===== config.mk =====
export PLATFORM = sky130hd
export DESIGN_NAME = html_entity_stream_decoder_top_flat
export DESIGN_NICKNAME = d
export VERILOG_FILES = /design/src/rtl/core/hed_pkg.sv /design/src/rtl/core/hed_in_if.sv /design/src/rtl/core/hed_out_if.sv /design/src/rtl/core/hed_core.sv /design/src/rtl/core/hed_outbuf.sv /design/src/rtl/core/html_entity_stream_decoder_top.sv /design/src/flat_wrapper.sv
export VERILOG_INCLUDE_DIRS = /design/src /design/src/rtl/core
export SDC_FILE = /design/constraint.sdc
export NUM_CORES = 1
export LEC_CHECK = 0
export BUFFER_PORTS_ARGS = -buffer_cell sky130_fd_sc_hd__buf_2
export CAP_MARGIN = 20
export CORE_MARGIN = 8
export CORE_UTILIZATION = 35
export CTS_CLUSTER_SIZE = 12
export DETAILED_ROUTE_END_ITERATION = 8
export PLACE_DENSITY_LB_ADDON = 0.15
export SETUP_SLACK_MARGIN = 0.1
export SYNTH_ARGS = -nofsm -noshare
export SYNTH_HDL_FRONTEND = slang
export SYNTH_HIERARCHICAL = 1
export SYNTH_SLANG_ARGS = --single-unit
export TNS_END_PERCENT = 1

===== constraint.sdc =====
create_clock -name clk -period 9.7 [get_ports clk]
set_input_delay 0.97 -clock clk [delete_from_list [all_inputs] [get_ports clk]]
set_output_delay 0.97 -clock clk [all_outputs]
set_load 0.02 [all_outputs]

===== src/rtl/core/html_entity_stream_decoder_top_defines.svh =====
// ----------------------------------------------------------------------------
// html entity stream decoder assertion macros
// concurrent checks that compile away when NO_ASSERTIONS is set
// ----------------------------------------------------------------------------
`ifndef HTML_ENTITY_STREAM_DECODER_TOP_DEFINES_SVH
`define HTML_ENTITY_STREAM_DECODER_TOP_DEFINES_SVH

`ifndef NO_ASSERTIONS
`define HED_ASSERT_IMPL(label, clk, rst_n, ante, cons) \
	label: assert property (@(posedge clk) disable iff (!rst_n) (ante) |-> (cons)) \
		else $error("assertion failed: implication");
`define HED_ASSERT_NEXT(label, clk, rst_n, ante, cons) \
	label: assert property (@(posedge clk) disable iff (!rst_n) (ante) |=> (cons)) \
		else $error("assertion failed: next cycle");
`define HED_ASSERT_ALWAYS(label, clk, rst_n, expr) \
	label: assert property (@(posedge clk) disable iff (!rst_n) (expr)) \
		else $error("assertion failed: invariant");
`else
`define HED_ASSERT_IMPL(label, clk, rst_n, ante, cons)
`define HED_ASSERT_NEXT(label, clk, rst_n, ante, cons)
`define HED_ASSERT_ALWAYS(label, clk, rst_n, expr)
`endif

`endif


===== src/rtl/core/hed_pkg.sv =====
// ----------------------------------------------------------------------------
// hed_pkg
// shared types, character codes and the entity table of the decoder
// ----------------------------------------------------------------------------
package hed_pkg;

	localparam int HOLD_DEPTH = 6;
	localparam int BURST_LEN  = HOLD_DEPTH + 1;
	localparam int NUM_ENT    = 6;

	typedef logic [7:0] byte_t;
	typedef logic [2:0] cnt_t;

	localparam cnt_t HOLD_CNT = cnt_t'(HOLD_DEPTH);

	localparam byte_t CH_AMP  = 8'h26;
	localparam byte_t CH_SEMI = 8'h3B;

	typedef logic [HOLD_DEPTH-1:0][7:0] ent_body_t;

	// entity text without the closing semicolon, first character in byte 0
	localparam ent_body_t ENT_BODY [NUM_ENT] = '{
		{8'h00, "t", "o", "u", "q", "&"},
		{8'h00, "s", "o", "p", "a", "&"},
		{8'h00, 8'h00, "p", "m", "a", "&"},
		{8'h00, 8'h00, 8'h00, "t", "g", "&"},
		{8'h00, 8'h00, 8'h00, "t", "l", "&"},
		{"l", "s", "a", "r", "f", "&"}
	};

	localparam cnt_t ENT_LEN [NUM_ENT] = '{3'd5, 3'd5, 3'd4, 3'd3, 3'd3, 3'd6};

	localparam byte_t ENT_REPL [NUM_ENT] = '{8'h22, 8'h27, 8'h26, 8'h3E, 8'h3C, 8'h2F};

	// up to seven result bytes produced by one input byte, in order from byte 0
	typedef struct packed {
		logic [BURST_LEN-1:0][7:0] bytes;
		cnt_t                      count;
		logic                      last;
	} burst_t;

endpackage


===== src/rtl/core/hed_in_if.sv =====
// ----------------------------------------------------------------------------
// hed_in_if
// input byte channel with valid/ready handshake
// ----------------------------------------------------------------------------
interface hed_in_if;
	logic       valid;
	logic       ready;
	logic [7:0] in_byte;
	logic       in_last;

	modport source (output valid, output in_byte, output in_last, input ready);
	modport sink   (input valid, input in_byte, input in_last, output ready);
endinterface


===== src/rtl/core/hed_out_if.sv =====
// ----------------------------------------------------------------------------
// hed_out_if
// decoded byte channel with valid/ready handshake
// ----------------------------------------------------------------------------
interface hed_out_if;
	logic       valid;
	logic       ready;
	logic [7:0] out_byte;
	logic       out_last;

	modport source (output valid, output out_byte, output out_last, input ready);
	modport sink   (input valid, input out_byte, input out_last, output ready);
endinterface


===== src/rtl/core/hed_core.sv =====
// ----------------------------------------------------------------------------
// hed_core
// input register, pending candidate store and entity match, builds one burst
// ----------------------------------------------------------------------------
`include "html_entity_stream_decoder_top_defines.svh"

module hed_core (
	input  logic            clk,
	input  logic            arst_n,
	hed_in_if.sink          in_ch,
	output hed_pkg::burst_t burst,
	output logic            burst_valid,
	input  logic            load_ok
);
	import hed_pkg::*;

	logic                       valid_s1;
	byte_t                      byte_s1;
	logic                       last_s1;
	cnt_t                       cnt_q;
	logic [HOLD_DEPTH-1:0][7:0] pend_q;

	logic [NUM_ENT-1:0] hit;
	logic               match;
	byte_t              repl;
	logic               is_semi;
	logic               is_amp;
	cnt_t               flush_cnt;
	logic               has_extra;
	byte_t              extra;
	cnt_t               cnt_nxt;
	logic               wr_first;
	logic               wr_app;
	logic               advance;

	// entity compare against the held candidate
	always_comb begin
		hit  = '0;
		repl = '0;
		for (int e = 0; e < NUM_ENT; e++) begin
			hit[e] = (cnt_q == ENT_LEN[e]);
			for (int j = 0; j < HOLD_DEPTH; j++) begin
				if (cnt_t'(j) < ENT_LEN[e] && pend_q[j] != ENT_BODY[e][j])
					hit[e] = 1'b0;
			end
			if (hit[e])
				repl = ENT_REPL[e];
		end
		match = |hit;
	end

	// a burst is the flushed candidate prefix followed by at most one extra byte
	always_comb begin
		is_semi   = (byte_s1 == CH_SEMI);
		is_amp    = (byte_s1 == CH_AMP);
		flush_cnt = '0;
		has_extra = 1'b0;
		extra     = byte_s1;
		cnt_nxt   = cnt_q;
		wr_first  = 1'b0;
		wr_app    = 1'b0;
		if (cnt_q != '0) begin
			if (is_semi) begin
				cnt_nxt   = '0;
				has_extra = 1'b1;
				if (match)
					extra = repl;
				else
					flush_cnt = cnt_q;
			end else if (is_amp) begin
				flush_cnt = cnt_q;
				cnt_nxt   = 3'd1;
				wr_first  = 1'b1;
			end else if (cnt_q < HOLD_CNT) begin
				cnt_nxt = cnt_q + 3'd1;
				wr_app  = 1'b1;
			end else begin
				flush_cnt = cnt_q;
				has_extra = 1'b1;
				cnt_nxt   = '0;
			end
		end else if (is_amp) begin
			cnt_nxt  = 3'd1;
			wr_first = 1'b1;
		end else begin
			has_extra = 1'b1;
		end
		// end of text: whatever would stay held goes out behind the old prefix
		if (last_s1 && cnt_nxt != '0) begin
			flush_cnt = cnt_q;
			has_extra = 1'b1;
			cnt_nxt   = '0;
		end
	end

	always_comb begin
		for (int i = 0; i < BURST_LEN; i++)
			burst.bytes[i] = extra;
		for (int i = 0; i < HOLD_DEPTH; i++) begin
			if (cnt_t'(i) < flush_cnt)
				burst.bytes[i] = pend_q[i];
		end
		burst.count = flush_cnt + cnt_t'(has_extra);
		burst.last  = last_s1;
	end

	assign burst_valid = valid_s1 && burst.count != '0;
	assign advance     = valid_s1 && (burst.count == '0 || load_ok);
	assign in_ch.ready = !valid_s1 || advance;

	always_ff @(posedge clk or negedge arst_n) begin
		if (!arst_n) begin
			valid_s1 <= 1'b0;
			cnt_q    <= '0;
		end else begin
			if (in_ch.valid && in_ch.ready)
				valid_s1 <= 1'b1;
			else if (advance)
				valid_s1 <= 1'b0;
			if (advance)
				cnt_q <= cnt_nxt;
		end
	end

	always_ff @(posedge clk) begin
		if (in_ch.valid && in_ch.ready) begin
			byte_s1 <= in_ch.in_byte;
			last_s1 <= in_ch.in_last;
		end
		if (advance && wr_first)
			pend_q[0] <= byte_s1;
		else if (advance && wr_app)
			pend_q[cnt_q] <= byte_s1;
	end

	`HED_ASSERT_ALWAYS(a_cnt_bound, clk, arst_n, cnt_q <= HOLD_CNT)
	`HED_ASSERT_NEXT(a_last_empties, clk, arst_n, advance && last_s1, cnt_q == '0)

endmodule


===== src/rtl/core/hed_outbuf.sv =====
// ----------------------------------------------------------------------------
// hed_outbuf
// result register holding one burst, shifted out one byte per transaction
// ----------------------------------------------------------------------------
`include "html_entity_stream_decoder_top_defines.svh"

module hed_outbuf (
	input  logic            clk,
	input  logic            arst_n,
	input  hed_pkg::burst_t burst,
	input  logic            burst_valid,
	output logic            load_ok,
	hed_out_if.source       out_ch
);
	import hed_pkg::*;

	logic [BURST_LEN-1:0][7:0] buf_q;
	cnt_t                      rem_q;
	logic                      last_q;
	logic                      pop;
	logic                      load;

	assign pop     = out_ch.valid && out_ch.ready;
	// the next burst may enter as the final byte of the current one leaves
	assign load_ok = (rem_q == '0) || (rem_q == 3'd1 && out_ch.ready);
	assign load    = burst_valid && load_ok;

	assign out_ch.valid    = (rem_q != '0);
	assign out_ch.out_byte = buf_q[0];
	assign out_ch.out_last = last_q && rem_q == 3'd1;

	always_ff @(posedge clk or negedge arst_n) begin
		if (!arst_n) begin
			rem_q <= '0;
		end else if (load) begin
			rem_q <= burst.count;
		end else if (pop) begin
			rem_q <= rem_q - 3'd1;
		end
	end

	always_ff @(posedge clk) begin
		if (load) begin
			buf_q  <= burst.bytes;
			last_q <= burst.last;
		end else if (pop) begin
			buf_q <= buf_q >> 8;
		end
	end

	`HED_ASSERT_NEXT(a_load_count, clk, arst_n, load, rem_q == $past(burst.count))
	`HED_ASSERT_NEXT(a_pop_count, clk, arst_n, pop && !load, rem_q == $past(rem_q) - 3'd1)

endmodule


===== src/rtl/core/html_entity_stream_decoder_top.sv =====
// ----------------------------------------------------------------------------
// html_entity_stream_decoder_top
// path: input register, then result register, which drives the output
// throughput: one byte per cycle while out_ch is ready and each byte yields at most one result;
//   a longer burst holds the result register until it drains, and the next byte waits
// reset: arst_n clears the held count, stage valid and result count
// ----------------------------------------------------------------------------
module html_entity_stream_decoder_top (
	input  logic      clk,
	input  logic      arst_n,
	hed_in_if.sink    in_ch,
	hed_out_if.source out_ch
);
	import hed_pkg::*;

	burst_t burst;
	logic   burst_valid;
	logic   load_ok;

	hed_core u_core (
		.clk         (clk),
		.arst_n      (arst_n),
		.in_ch       (in_ch),
		.burst       (burst),
		.burst_valid (burst_valid),
		.load_ok     (load_ok)
	);

	hed_outbuf u_outbuf (
		.clk         (clk),
		.arst_n      (arst_n),
		.burst       (burst),
		.burst_valid (burst_valid),
		.load_ok     (load_ok),
		.out_ch      (out_ch)
	);

endmodule

===== src/flat_wrapper.sv =====
// flat-port wrapper written by rule: the top's interface ports become plain ports
module html_entity_stream_decoder_top_flat import hed_pkg::*;
  (clk, arst_n, in_ch_valid, in_ch_in_byte, in_ch_in_last, in_ch_ready, out_ch_valid, out_ch_out_byte, out_ch_out_last, out_ch_ready);
  hed_in_if in_ch_i ();
  hed_out_if out_ch_i ();
  input  logic clk;
  input  logic arst_n;
  input wire logic [$bits(in_ch_i.valid)-1:0] in_ch_valid;
  input wire logic [$bits(in_ch_i.in_byte)-1:0] in_ch_in_byte;
  input wire logic [$bits(in_ch_i.in_last)-1:0] in_ch_in_last;
  output wire logic [$bits(in_ch_i.ready)-1:0] in_ch_ready;
  output wire logic [$bits(out_ch_i.valid)-1:0] out_ch_valid;
  output wire logic [$bits(out_ch_i.out_byte)-1:0] out_ch_out_byte;
  output wire logic [$bits(out_ch_i.out_last)-1:0] out_ch_out_last;
  input wire logic [$bits(out_ch_i.ready)-1:0] out_ch_ready;
  assign in_ch_i.valid = in_ch_valid;
  assign in_ch_i.in_byte = in_ch_in_byte;
  assign in_ch_i.in_last = in_ch_in_last;
  assign in_ch_ready = in_ch_i.ready;
  assign out_ch_valid = out_ch_i.valid;
  assign out_ch_out_byte = out_ch_i.out_byte;
  assign out_ch_out_last = out_ch_i.out_last;
  assign out_ch_i.ready = out_ch_ready;
  html_entity_stream_decoder_top u_core (.clk(clk), .arst_n(arst_n), .in_ch(in_ch_i), .out_ch(out_ch_i));
endmodule

# ---- Word-level counts from Yosys, hierarchy flattened
# Cells that the tools add are included.
dict set report op_classes {
  add_sub_neg 3
  order_cmp 9
  n_eq_ne 24
  n_mux 75
  n_reduce_logical 26
  bitwise 1
}
# cell count
set op_table {}
lappend op_table {{8-bit by 7-bit inequality test with 1-bit output, second input constant} 16}
lappend op_table {{56-bit 2-to-1 mux} 2}
lappend op_table {{8-bit 2-to-1 mux} 12}
lappend op_table {{48-bit bitwise mux} 1}
lappend op_table {{3-bit 2-to-1 mux} 14}
lappend op_table {{1-bit 2-to-1 mux} 39}
lappend op_table {{6-bit 2-to-1 mux} 6}
lappend op_table {{8-bit demux with 3-bit select} 1}
lappend op_table {{8-bit by 6-bit equality test with 1-bit output, second input constant} 2}
lappend op_table {{3-bit nonzero test} 4}
lappend op_table {{1-bit logical AND} 11}
lappend op_table {{3-bit equality test, second input constant} 3}
lappend op_table {{8-bit by 6-bit inequality test with 1-bit output, second input constant} 1}
lappend op_table {{3-bit logical NOT} 2}
lappend op_table {{1-bit by 3-bit less-than comparator with 1-bit output, first input constant} 2}
lappend op_table {{2-bit by 3-bit less-than comparator with 1-bit output, first input constant} 2}
lappend op_table {{3-bit less-than comparator, first input constant} 2}
lappend op_table {{2-bit nonzero test} 3}
lappend op_table {{6-bit OR reduction} 1}
lappend op_table {{3-bit by 4-bit less-than comparator with 1-bit output, second input constant} 1}
lappend op_table {{3-bit by 1-bit adder with 3-bit output} 1}
lappend op_table {{3-bit by 1-bit adder with 3-bit output, second input constant} 1}
lappend op_table {{3-bit by 1-bit equality test with 1-bit output, second input constant} 1}
lappend op_table {{3-bit by 2-bit equality test with 1-bit output, second input constant} 1}
lappend op_table {{other kinds (7)} 9}
dict set report totals {
  ff_bits 121
  elab_cells 157
  in_bits 13
  output_inout_bits 11
}

# ---- Depth between registers and ports, before layout
# Gate-level depths: netlist of run 1.
dict set report logic_depth {
  ltp_word 19
  depth_mapped 18
  ltp_nobuf 15
}

# ---- Hierarchy
# The synthesis of run 1 kept the hierarchy.
# module area_each_um2 seq_area_each_um2 cells_per_inst instances
set modules_own_cells {}
lappend modules_own_cells {hed_core 3617.2 1811.7 278 1}
lappend modules_own_cells {hed_outbuf 2824.0 1786.7 160 1}

# ---- Least setup slack after synthesis of run 1
# Ideal clock, no wire load.
dict set report synth_path {
  kind {flip-flop to flip-flop}
  start {reg u_core.u_core.byte_s1[4]}
  end {reg u_core.u_outbuf.rem_q[0]}
  stages_incl_launch_ff 14
  arrival_ns 4.534
  n_path_buf 0
  setup_slack_ns 4.962
  synth_period_minus_slack_ns 4.738
  required_ns 9.496
  setup_ns 0.204
  cell_sequence {edfxtp_1 or4b_4 a21oi_4 o2111ai_1 o21ai_0 o211ai_2 and2_1 ha_1 ha_1 xor2_1 o31a_1 and3b_1 a21o_1 a311oi_1}
}
# element line_no
set synth_lines {}
lappend synth_lines {{start: declaration} hed_core.sv:18} ;# byte_t byte_s1;
lappend synth_lines {{start signal: assignment} hed_core.sv:127} ;# byte_s1 <= in_ch.in_byte;
lappend synth_lines {{end signal: assignment} hed_outbuf.sv:36} ;# rem_q <= burst.count;
lappend synth_lines {{end signal: assignment} hed_outbuf.sv:38} ;# rem_q <= rem_q - 3'd1;
lappend synth_lines {{end: declaration} hed_outbuf.sv:18} ;# cnt_t rem_q;

==> impl_results.md, run 1 <==
* Status: finished clean
* Arr. time, crit path at 5.60 ns
* Largest net degree at the start of global routing at 59
* CTS tree: built
* Clk slew on worst S/H paths at 0.06 ns
* Die area at 23000 sq um
* Clock latency on the worst-skew pair at 0.42 ns
* Initial core utilization at 0.3574
* Drt wl/cell at 21.55 microns
* CP endpoint kind: register
* Die Y at 151.7 microns
* CTS hold repair buffers at 0
* Crit-path cells: or4b_4 -> a21oi_4 -> o2111ai_1 -> o21ai_0 -> o211ai_2 -> and2_1 -> ha_1 -> ha_1 -> xor2_1 -> o31a_1 -> nand2b_4 -> nor2_4 -> buf_4 -> mux2_2
* # nets final at 482
* Final WL at 15.11 mm
* Count of pins over their slew limit at 0
* Final Skew at 0.01297 ns
* Area leader, netlist: edfxtp_1
* Top-count cell post-synth: edfxtp_1
* Yosys reg bits at 121
* CP max FO at 30
* Post-CTS resize count at 0
* VDD IR max at 0.1412 mV
* # IOs at 24
* Logic pwr share at 0.335
* Tmin final at 5.432 ns
* CP Launch Type: register
* EDFF count, synth at 114
* Slew @ Worst Pin at 0.9957 ns
* Fmax at 184.1 MHz
* Most frequent cells after synthesis: 114 x edfxtp_1, 64 x mux2_2, 34 x mux2_4
* CP peak stage delay at 0.66 ns
* Internal power at 1.607 mW
* Finished Core Util at 0.4033
* TritonCTS Buffers at 17
* Total gr overflow at 0
* Slew HR at 0.3361
* Row Count at 49
* Slowest CP cell: nor2_4
* Clock network fraction of total power at 0.268
* Drt pass-1 iters at 5
* HP Class: input port to asynchronous set/reset pin
* Syn Nets at 461
* Ranking of synthesized cells by area: edfxtp_1 53%, mux2_2 11%, mux2_4 7.9%
* Asr flop ratio synth at 0.05785
* Die X at 151.7 microns
* Yosys Warn Count at 6
* Layout cells sized above 1 at 0.3771
* Post-Synthesis Cells at 438
* Area growth from synthesis to layout at 12.86%
* Starting DRT DRC Count at 262
* Root buffer cell: clkbuf_16
* Inst Count DP at 669
* Crit path top cell by count: ha_1
* Syn Area/Cell at 14.71 sq um
* Final Hold Viols at 0
* DRC violations left at 0
* Distinct cells, synth at 69
* Core area at 18020 sq um
* Clk buf depth at 2
* Hold slack final at 0.3720 ns
* Final cell count without fillers at 701
* Sequential share of the synthesized area at 0.5587
* Initial antenna violation count at 0
* Ant. Diodes at 0
* Synth Flop Type: edfxtp_1
* Gr usage total at 0.1382
* PwrDens at 323.9 nW/um^2
* Final setup fails at 0
* Switching Fraction at 0.3175
* Post-CTS Setup Bufs at 0
* Vias per inst at 5.357
* Register share of total power at 0.398
* Maxcap violations at 0
* Final worst-path cycle share at 0.5600
* Clock Sink Count at 121
* Area fraction of the dominant cell type after synthesis at 0.5315
* PortBufs at 23
* Vias in the first global route at 3885
* First-pass GRT wire length at 23.14 mm
* Worst path required time at 9.87 ns
* RSZ-0062 raised after global routing: false
* Leak at 2.549 nW
* H-tree depth at 4
* GPL Wtd Cong at 0.9218
* Setup TNS at 0 ns
* Switching power at 0.7475 mW
* Total power at 2.354 mW
* Worst Setup Path Type: register to register
* Vias at 3755
* Cell Area, Synth at 6441 sq um
* Detailed Place HPWL at 10.28 mm
* DRT antenna net count at 0
layer usage:
metal,up-vias,share of wire,global-route usage,wire length [microns]
li1,1733,-,-,-
met1,1862,0.47,0.1790,7091
met2,133,0.46,0.2170,6958
met3,27,0.048,0.03564,718
met4,0,0.022,0.05390,338
met5,-,0,0,0
power by group through the flow:
stage | clock network [mW] | registers, mW | logic [mW]
5_1_grt | 0.665 | 0.956 | 0.851
4_1_cts | 0.646 | 0.942 | 0.800
2_1_floorplan | 0 | 0.890 | 0.697
6_report | 0.630 | 0.936 | 0.788
3_5_place_dp | 0 | 0.952 | 0.793
3_3_place_gp | 0 | 0.951 | 0.781
flip-flops by register name, summed over array words and instances (netlist names):
name,cells
u_core/u_core/last_s1,1
u_core/u_outbuf/last_q,1
u_core/u_core/valid_s1,1
u_core/u_core/pend_q,48
u_core/u_outbuf/buf_q,48
u_core/u_outbuf/out_ch.out_byte,8
u_core/u_core/cnt_q,3
u_core/u_outbuf/rem_q,3
u_core/u_core/byte_s1,8
area by class of cell:
| class | instances | area [sq um] |
|---|---|---|
| fillers | 1682 | 10760 |
| well taps | 229 | 286.5 |
| multi-input cells | 280 | 2596 |
| flip-flops and latches | 121 | 3598 |
| repair buffers | 28 | 152.6 |
| clock buffers | 17 | 425.4 |
| inverters | 11 | 41.29 |
| clock inverters | 15 | 168.9 |
logic make-up (layout without fill, tap and decap cells):
| group | count (synthesis) | count (layout) | synth area share |
|---|---|---|---|
| DFF | 121 | 121 | 0.5587 |
| muxes | 101 | 101 | 0.1958 |
| AOI/OAI and AO/OA | 48 | 48 | 0.06177 |
| adders and majority gates | 10 | 10 | 0.01943 |
| xor gates and xnor gates | 1 | 1 | 0.001360 |
| and+or+nand+nor | 120 | 120 | 0.1245 |
| buffers and inverters | 37 | 71 | 0.03846 |
cells in the final DEF (no fill, tap or decap), types with 6 or more instances in the layout:
cell	Yosys	final
dfrtp_1	7	7
clkinvlp_4	0	6
ha_1	10	10
nor4_1	6	6
mux2_2	64	64
o21ai_0	8	8
nand2b_1	6	6
nor3_1	6	6
buf_2	4	23
nand2_1	16	16
mux2_4	34	34
inv_1	11	11
and2_1	20	20
nor2_1	14	14
clkbuf_16	0	17
edfxtp_1	114	114
metrics by stage:
stage	cell area, sq um	setup WS [ns]
floorplan	6441	4.962
global placement	6675	4.390
detailed placement	6675	4.266
CTS	7269	4.234
global route	7269	3.886
finish	7269	4.268
path summary, 6_finish.rpt:
check                                          startpoint                        end  slack (ns)  cells past startpoint
worst max-delay path             u_core/u_core/byte_s1[4]  u_core/u_outbuf/buf_q[47]        4.27                     14
worst min register to register  u_core/u_outbuf/buf_q[40]  u_core/u_outbuf/buf_q[32]        0.54                      1
min in group clk                u_core/u_outbuf/buf_q[40]  u_core/u_outbuf/buf_q[32]        0.54                      1
worst max register to register   u_core/u_core/byte_s1[4]  u_core/u_outbuf/buf_q[47]        4.27                     14
max in group asynchronous                          arst_n     u_core/u_core/cnt_q[2]        9.17                      1
worst min-delay path                               arst_n   u_core/u_outbuf/rem_q[0]        0.37                      1
critical path: cells and delay by family, from the launching register on:
family | cells | cell delay, ns
flops | 1 | 0.59
mux | 1 | 0.40
compound gates | 5 | 1.28
xor+xnor | 1 | 0.33
buf+inv | 1 | 0.55
fa+ha+maj | 2 | 0.39
simple gates | 4 | 1.59
(Power assumes the default switching activity.)
==> run 2: changes to the inputs <==
Settings changed: ABC_AREA set to 1.
Clock period 9.7 ns to 4.4 ns, I/O delays scaled along.
==> run 2 against run 1 <==
Against the previous run:
- register-to-register slack got worse by 3.8 ns
- die area increased by 2.3%
- via count increased by 38%
- core utilization about the same
- sequential power increased by 110%
- flip-flop and latch count unchanged
- largest power group unchanged
- count of clock-buffer cells in the layout increased by 4
==> impl_results.md, run 2 <==
* Ant. Diodes at 0 (unchanged)
* Layout cells sized above 1 at 0.1322 (-0.2449)
* Biggest regs: u_core/u_core/pend_q (48), u_core/u_outbuf/buf_q (48)
* Syn Nets at 799 (+73%)
* GPL Wtd Cong at 0.9892 (+7.3%)
* HP Class: input port to register
* Worst slack, placed at 0.3748 ns (-3.891 ns)
* Compound-Gate Fraction of Synth Area at 0.05092 (-0.01085)
* Worst reg2reg path endpoint: u_core/u_core/pend_q[30]
* Sequential share of the synthesized area at 0.5444 (-0.01428)
* Slowest CP cell: dfrtp_1
* Drt wl/cell at 16.74 microns (-22%)
* Die X at 153.4 microns (+1.2%)
* Final Skew at 0.008309 ns (-0.004660 ns)
* Area leader, netlist: edfxtp_1
* Count of pins over their slew limit at 0 (unchanged)
* VDD IR max at 0.2741 mV (+94%)
* Most frequent cells after synthesis: 305 x nand2_1, 114 x edfxtp_1, 83 x nor2_1
* Final setup fails at 0 (unchanged)
* Row Count at 50 (+2.0%)
* # IOs at 24 (unchanged)
* Register Area at 3598 sq um (unchanged)
* Post-Synthesis Cells at 776 (+77%)
* DRT antenna net count at 0 (unchanged)
* Largest net degree at the start of global routing at 60 (+1.7%)
* Clk slew on worst S/H paths at 0.06 ns (about the same)
* Syn Area/Cell at 8.518 sq um (-42%)
* Top-count cell post-synth: nand2_1
* Worst Hold End: u_core/u_core/last_s1
* Area of the multi-input gates at 2474 sq um (-4.7%)
* Internal reg-to-reg setup slack at 0.42 ns (-3.85 ns)
* Synth Flop Type: edfxtp_1
* R2R depth at 21 (+7)
* TritonCTS Buffers at 17 (unchanged)
* Yosys Warn Count at 6 (unchanged)
* Inst Count DP at 1019 (+52%)
* Asr flop ratio synth at 0.05785 (unchanged)
* CP max FO at 9 (-70%)
* CP peak stage delay at 0.48 ns (-0.18 ns)
* PortBufs at 23 (unchanged)
* Post-Synth Adder-Cell Area at 0.01893 (-0.0004964)
* RSZ-0062 raised after global routing: true
* Most frequent cells in the layout: 304 x nand2_1, 114 x edfxtp_1, 83 x nor2_1, 74 x inv_1, 34 x nand3_1
* Core area at 18640 sq um (+3.4%)
* Clock Sink Count at 121 (unchanged)
* Final Hold Viols at 0 (unchanged)
* Crit path top cell by count: nand2_1
* PwrDens at 673.2 nW/um^2 (+110%)
* CTS tree: built
* CP Launch Type: register
* Post-CTS Setup Bufs at 0 (unchanged)
* Total gr overflow at 0 (unchanged)
* Yosys reg bits at 121 (unchanged)
* Starting DRT DRC Count at 320 (+22%)
* Drt pass-1 iters at 5 (unchanged)
* H-tree depth at 4 (unchanged)
* Initial core utilization at 0.3546 (-0.002787)
* Worst reg2reg startpoint: u_core/u_core/cnt_q[1]
* Die Y at 153.4 microns (+1.2%)
* Hold slack final at 0.1994 ns (-0.1726 ns)
* Area growth from synthesis to layout at 13.70%
* EDFF count, synth at 114 (unchanged)
* Status: finished clean
* Fmax at 242.8 MHz
* Depth of the worst hold-timing path at 1
* Filler Cells Inserted at 1892 (+12%)
* Clock latency on the worst-skew pair at 0.41 ns (about the same)
* Commonest non-fill, non-tap cell in the layout: nand2_1
* Multiplexer share of the synthesized area at 0 (-0.1958)
* Crit path max-delay family: simple AND/OR/NAND/NOR gates
* HP Start: in_ch_in_last
* CP bufs+invs at 7 (+6)
* Post-Synth XOR/XNOR Area at 0.001325 (-0.00003475)
* Ranking of synthesized cells by area: edfxtp_1 52%, nand2_1 17%, nor2_1 4.7%
* DRC violations left at 0 (unchanged)
* Arr. time, crit path at 3.68 ns (-1.92 ns)
* Final cell count without fillers at 1051 (+50%)
* Slew HR at 0.5642 (+0.2281)
* Detailed Place HPWL at 13.64 mm (+33%)
* Die area at 23540 sq um (+2.3%)
* Distinct cells, synth at 34 (-51%)
* CP endpoint kind: primary output
* # nets final at 828 (+72%)
* Leak at 3.281 nW (+29%)
* Vias at 5174 (+38%)
* Gr usage total at 0.1522 (+0.01398)
* Largest family of logic cells by synthesized area: simple AND/OR/NAND/NOR gates
* Maxcap violations at 0 (unchanged)
* Vias in the first global route at 5006 (+29%)
* Clk buf depth at 2 (unchanged)
* Cell Area, Synth at 6610 sq um (+2.6%)
* Area fraction of the dominant cell type after synthesis at 0.5179 (-0.01358)
* Initial antenna violation count at 0 (unchanged)
* Slew @ Worst Pin at 0.6513 ns (-0.3444 ns)
* Post-synthesis simple-gate area fraction at 0.3019 (+0.1774)
* First-pass GRT wire length at 27.61 mm (+19%)
* Final worst-path cycle share at 0.9361
* Final setup margin at 0.2814 ns (-3.987 ns)
* Tmin final at 4.119 ns
* Root buffer cell: clkbuf_16
* Worst path required time at 3.96 ns (-5.91 ns)
* Final WL at 17.59 mm (+16%)
* Setup TNS at 0 ns (unchanged)
* Worst Setup Path Type: register to primary output
* Vias per inst at 4.923 (-8.1%)
* Crit-path cells: inv_1 -> ha_1 -> inv_1 -> nor2_2 -> inv_1 -> nor2_1 -> nand2_1 -> nand2_1 -> nor2_2 -> nor2_4 -> inv_1 -> nand2_1 -> nand2_1 -> inv_2 -> ha_1 -> ha_1 -> nor2_1 -> nand3_2 -> nand2_1 -> inv_2 -> nand2_1 -> buf_2
## run 2: cell count changes after synthesis, moves of 20 or more
cell,before,now
inv_1,11,74
nand2_1,16,305
mux2_2,64,0
o21ai_0,8,32
nor2_1,14,83
and2_1,20,0
nand3_1,5,34
mux2_4,34,0
## run 2: kinds of logic (layout without fill, tap and decap cells)
family / Yosys count / count (layout)
adders and majority gates: 10 / 10
DFF: 121 / 121
buffers and inverters: 115 / 156
and+or+nand+nor: 469 / 469
AOI/OAI and AO/OA: 60 / 60
xor gates and xnor gates: 1 / 1
## run 2: routing by layer
layer | global-route usage | routed length [microns]
met2 | 0.2431 | 8182
met1 | 0.1972 | 8168
met5 | 0 | 0
met3 | 0.03440 | 834
met4 | 0.05926 | 403
## run 2: what timing repair did
item / CTS / global route
endpoints found under the setup margin: 0 / 54
hold endpoints to repair: 7 / 0
gates resized for setup: 0 / 1
hold buffers: 1 / 0
## run 2: power breakdown
group          total [mW]  switching [mW]  leakage [nW]  internal [mW]
combinational        1.73            1.21          1.84          0.524
sequential           1.97           0.141          1.17           1.83
clock                1.36           0.482         0.272          0.879
## run 2: how the worst max path moves through the flow
| stage | from | end | slack, ns | depth (start not counted) |
|---|---|---|---|---|
| after global placement | u_core/u_core/cnt_q[1] | u_core/u_outbuf/buf_q[54] | 0.48 | 23 |
| after global routing | u_core/u_core/cnt_q[1] | in_ch_ready | 0.02 | 22 |
| after CTS | u_core/u_core/cnt_q[1] | in_ch_ready | 0.27 | 22 |
| after floorplan | u_core/u_core/cnt_q[0] | u_core/u_outbuf/buf_q[10] | 0.51 | 23 |
| after detailed placement | u_core/u_core/cnt_q[1] | u_core/u_outbuf/buf_q[33] | 0.37 | 23 |
| final | u_core/u_core/cnt_q[1] | in_ch_ready | 0.28 | 22 |
## run 2: per-stage QoR
step	total power [mW]	area [sq um]	util
2_1_floorplan	3.313	6613	-
4_1_cts	5.115	7511	0.4029
5_1_grt	5.401	7516	0.4032
3_5_place_dp	3.742	6933	0.3719
3_3_place_gp	3.718	6933	0.3719
6_report	5.060	7516	0.4032
## run 2: cell type report
type / instances / share of cell area
flip-flops and latches: 121 / 0.4788
repair buffers: 41 / 0.03529
clock inverters: 10 / 0.01698
clock buffers: 21 / 0.05860
well taps: 234 / 0.03895
multi-input cells: 540 / 0.3291
inverters: 84 / 0.04228
==> run 3: changes to the inputs <==
Settings changed: ABC_AREA 1 to 0, RECOVER_POWER set to 25.
==> run 3 against run 2 <==
Against the previous run:
- maximum frequency fell by 1.2%
- hold slack lost 0.0016 ns
- clock skew barely moved
- final cell count fell by 31%
- via count is 26% lower
- critical path type unchanged
- wire length decreased by 11%
- largest power group is now combinational logic
- non-clock buffer count up 15
- final area shrank 0.53%
==> impl_results.md, run 3 (synthesis gave the netlist of run 1 again) <==
* Status: finished clean
* Final Skew at 0.008125 ns (-0.0001842 ns)
* Arr. time, crit path at 3.73 ns (+0.05 ns)
* GPL Wtd Cong at 0.9564 (-3.3%)
* Hold slack final at 0.1978 ns (-0.001592 ns)
* R2R depth at 16 (-24%)
* Setup TNS at 0 ns (unchanged)
* Starting DRT DRC Count at 339 (+5.9%)
* Slowest CP cell: dfrtp_1
* Die Y at 151.7 microns (-1.2%)
* Depth of the worst hold-timing path at 1 (unchanged)
* Die area at 23000 sq um (-2.3%)
* CP bufs+invs at 3 (-4)
* Initial core utilization at 0.3574 (+0.002787)
* Final setup margin at 0.2315 ns (-0.04989 ns)
* # nets final at 510 (-38%)
* Clock latency on the worst-skew pair at 0.41 ns (about the same)
* Most frequent cells in the layout: 114 x edfxtp_1, 64 x mux2_2, 34 x mux2_4, 27 x buf_4, 20 x and2_1
* Core area at 18020 sq um (-3.3%)
* Die X at 151.7 microns (-1.2%)
* Maxcap violations at 0 (unchanged)
* Vias at 3834 (-26%)
* CP max FO at 7 (-2)
* Commonest non-fill, non-tap cell in the layout: edfxtp_1
* VDD IR max at 0.3575 mV (+30%)
* PortBufs at 23 (unchanged)
* Detailed Place HPWL at 11.09 mm (-19%)
* Leak at 2.668 nW (-19%)
* DRT antenna net count at 0 (unchanged)
* DRC violations left at 0 (unchanged)
* Total power at 5.166 mW (+2.1%)
* Final cell count without fillers at 728 (-31%)
* Biggest regs: u_core/u_core/pend_q (48), u_core/u_outbuf/buf_q (48)
* Total gr overflow at 0 (unchanged)
* Vias per inst at 5.266 (+7.0%)
* Fmax at 239.9 MHz (-1.2%)
* Clock Sink Count at 121 (unchanged)
* Layout cells sized above 1 at 0.3928 (+0.2606)
* Ant. Diodes at 0 (unchanged)
* Count of pins over their slew limit at 0 (unchanged)
* # IOs at 24 (unchanged)
* Row Count at 49 (-2.0%)
* Worst Hold End: u_core/u_core/last_s1
* Worst Setup Path Type: register to primary output
* TritonCTS Buffers at 17 (unchanged)
* Inst Count DP at 694 (-32%)
* Final worst-path cycle share at 0.9474 (+0.01134)
* First-pass GRT wire length at 23.81 mm (-14%)
* Clk slew on worst S/H paths at 0.05 ns (about the same)
* CP peak stage delay at 0.38 ns (-0.10 ns)
* Gr usage total at 0.1422 (-0.01001)
* CTS tree: built
* Internal reg-to-reg setup slack at 0.33 ns (-0.09 ns)
* Drt pass-1 iters at 4 (-1)
* Slew HR at 0.4134 (-0.1508)
* CP Launch Type: register
* Slew @ Worst Pin at 0.8685 ns (+0.2172 ns)
* Root buffer cell: clkbuf_16
* Worst reg2reg path endpoint: u_core/u_core/pend_q[0]
* Vias in the first global route at 3998 (-20%)
* H-tree depth at 4 (unchanged)
* Area growth from synthesis to layout at 16.06%
* PwrDens at 691.0 nW/um^2 (+2.6%)
* Drt wl/cell at 21.39 microns (+28%)
* Final setup fails at 0 (unchanged)
* Initial antenna violation count at 0 (unchanged)
* Crit-path cells: inv_1 -> ha_4 -> nand3b_1 -> nor3b_1 -> nand4_1 -> a31oi_4 -> o211ai_2 -> and2_1 -> ha_1 -> ha_1 -> xor2_1 -> buf_4 -> o311ai_4 -> buf_4
* Final WL at 15.57 mm (-11%)
* Worst path required time at 3.96 ns (about the same)
* Critical Path Stages at 14 (-36%)
* Final Hold Viols at 0 (unchanged)
* Crit path max-delay family: simple AND/OR/NAND/NOR gates
* Tmin final at 4.169 ns (+0.04989 ns)
* Clk buf depth at 2 (unchanged)
* Worst slack, placed at 0.1429 ns (-0.2319 ns)
* CP endpoint kind: primary output
* Worst reg2reg startpoint: u_core/u_core/cnt_q[0]
* Largest net degree at the start of global routing at 45 (-25%)
* HP Class: input port to register
* RSZ-0062 raised after global routing: false
* HP Start: in_ch_in_last
-- run 3: changes by cell type in the layout (fill, tap and decap cells not counted), moves of 10 or more --
| cell | change |
|---|---|
| o21ai_1 | -13 |
| nand2_1 | -288 |
| mux2_2 | +64 |
| clkbuf_1 | +10 |
| and2_1 | +20 |
| mux2_4 | +34 |
| nand3_1 | -29 |
| o21ai_0 | -25 |
| inv_1 | -63 |
| nor2_1 | -69 |
| buf_4 | +11 |
-- run 3: final cells by class --
type                            count  area (sq um)
Clock inverter                     10         56.30
Fill cell                        1687         10550
Timing Repair Buffer               56         385.4
Inverter                           11         41.29
Tap cell                          229         286.5
Clock buffer                       21         440.4
Sequential cell                   121          3600
Multi-Input combinational cell    280          2666
-- run 3: power breakdown --
part | leakage [nW] | internal (mW) | switching [mW]
registers | 1.16 | 1.83 | 0.155
logic | 1.26 | 0.980 | 1.03
clock network | 0.241 | 0.704 | 0.474
total | 2.67 | 3.51 | 1.65
-- run 3: per-stage QoR --
step / utilization / instance area, sq um
finish: 0.4148 / 7476
floorplan: - / 6442
CTS: 0.4121 / 7427
global route: 0.4148 / 7476
detailed placement: 0.3828 / 6900
global placement: 0.3828 / 6900
-- run 3: routing by layer --
metal / vias up / global-route usage / share of wire
met1: 1937 / 0.1874 / 0.47
met2: 100 / 0.2215 / 0.47
li1: 1784 / - / -
met3: 13 / 0.03802 / 0.049
met4: 0 / 0.04851 / 0.015
met5: - / 0 / 0
-- run 3: worst max path at each step --
stage,start,end
2_1_floorplan,u_core/u_core/byte_s1[4],u_core/u_core/pend_q[24]
3_3_place_gp,u_core/u_core/pend_q[28],u_core/u_core/pend_q[32]
3_5_place_dp,u_core/u_core/pend_q[28],u_core/u_outbuf/buf_q[45]
4_1_cts,u_core/u_core/pend_q[4],in_ch_ready
5_1_grt,u_core/u_core/byte_s1[1],in_ch_ready
6_report,u_core/u_core/cnt_q[0],in_ch_ready
-- run 3: what timing repair did --
item	in CTS	in global routing
gates resized for setup	5	9
hold endpoints to repair	7	0
gates cloned	0	0
hold buffers	1	0
endpoints found under the setup margin	1	20
pin swaps	0	2
setup buffers	0	2
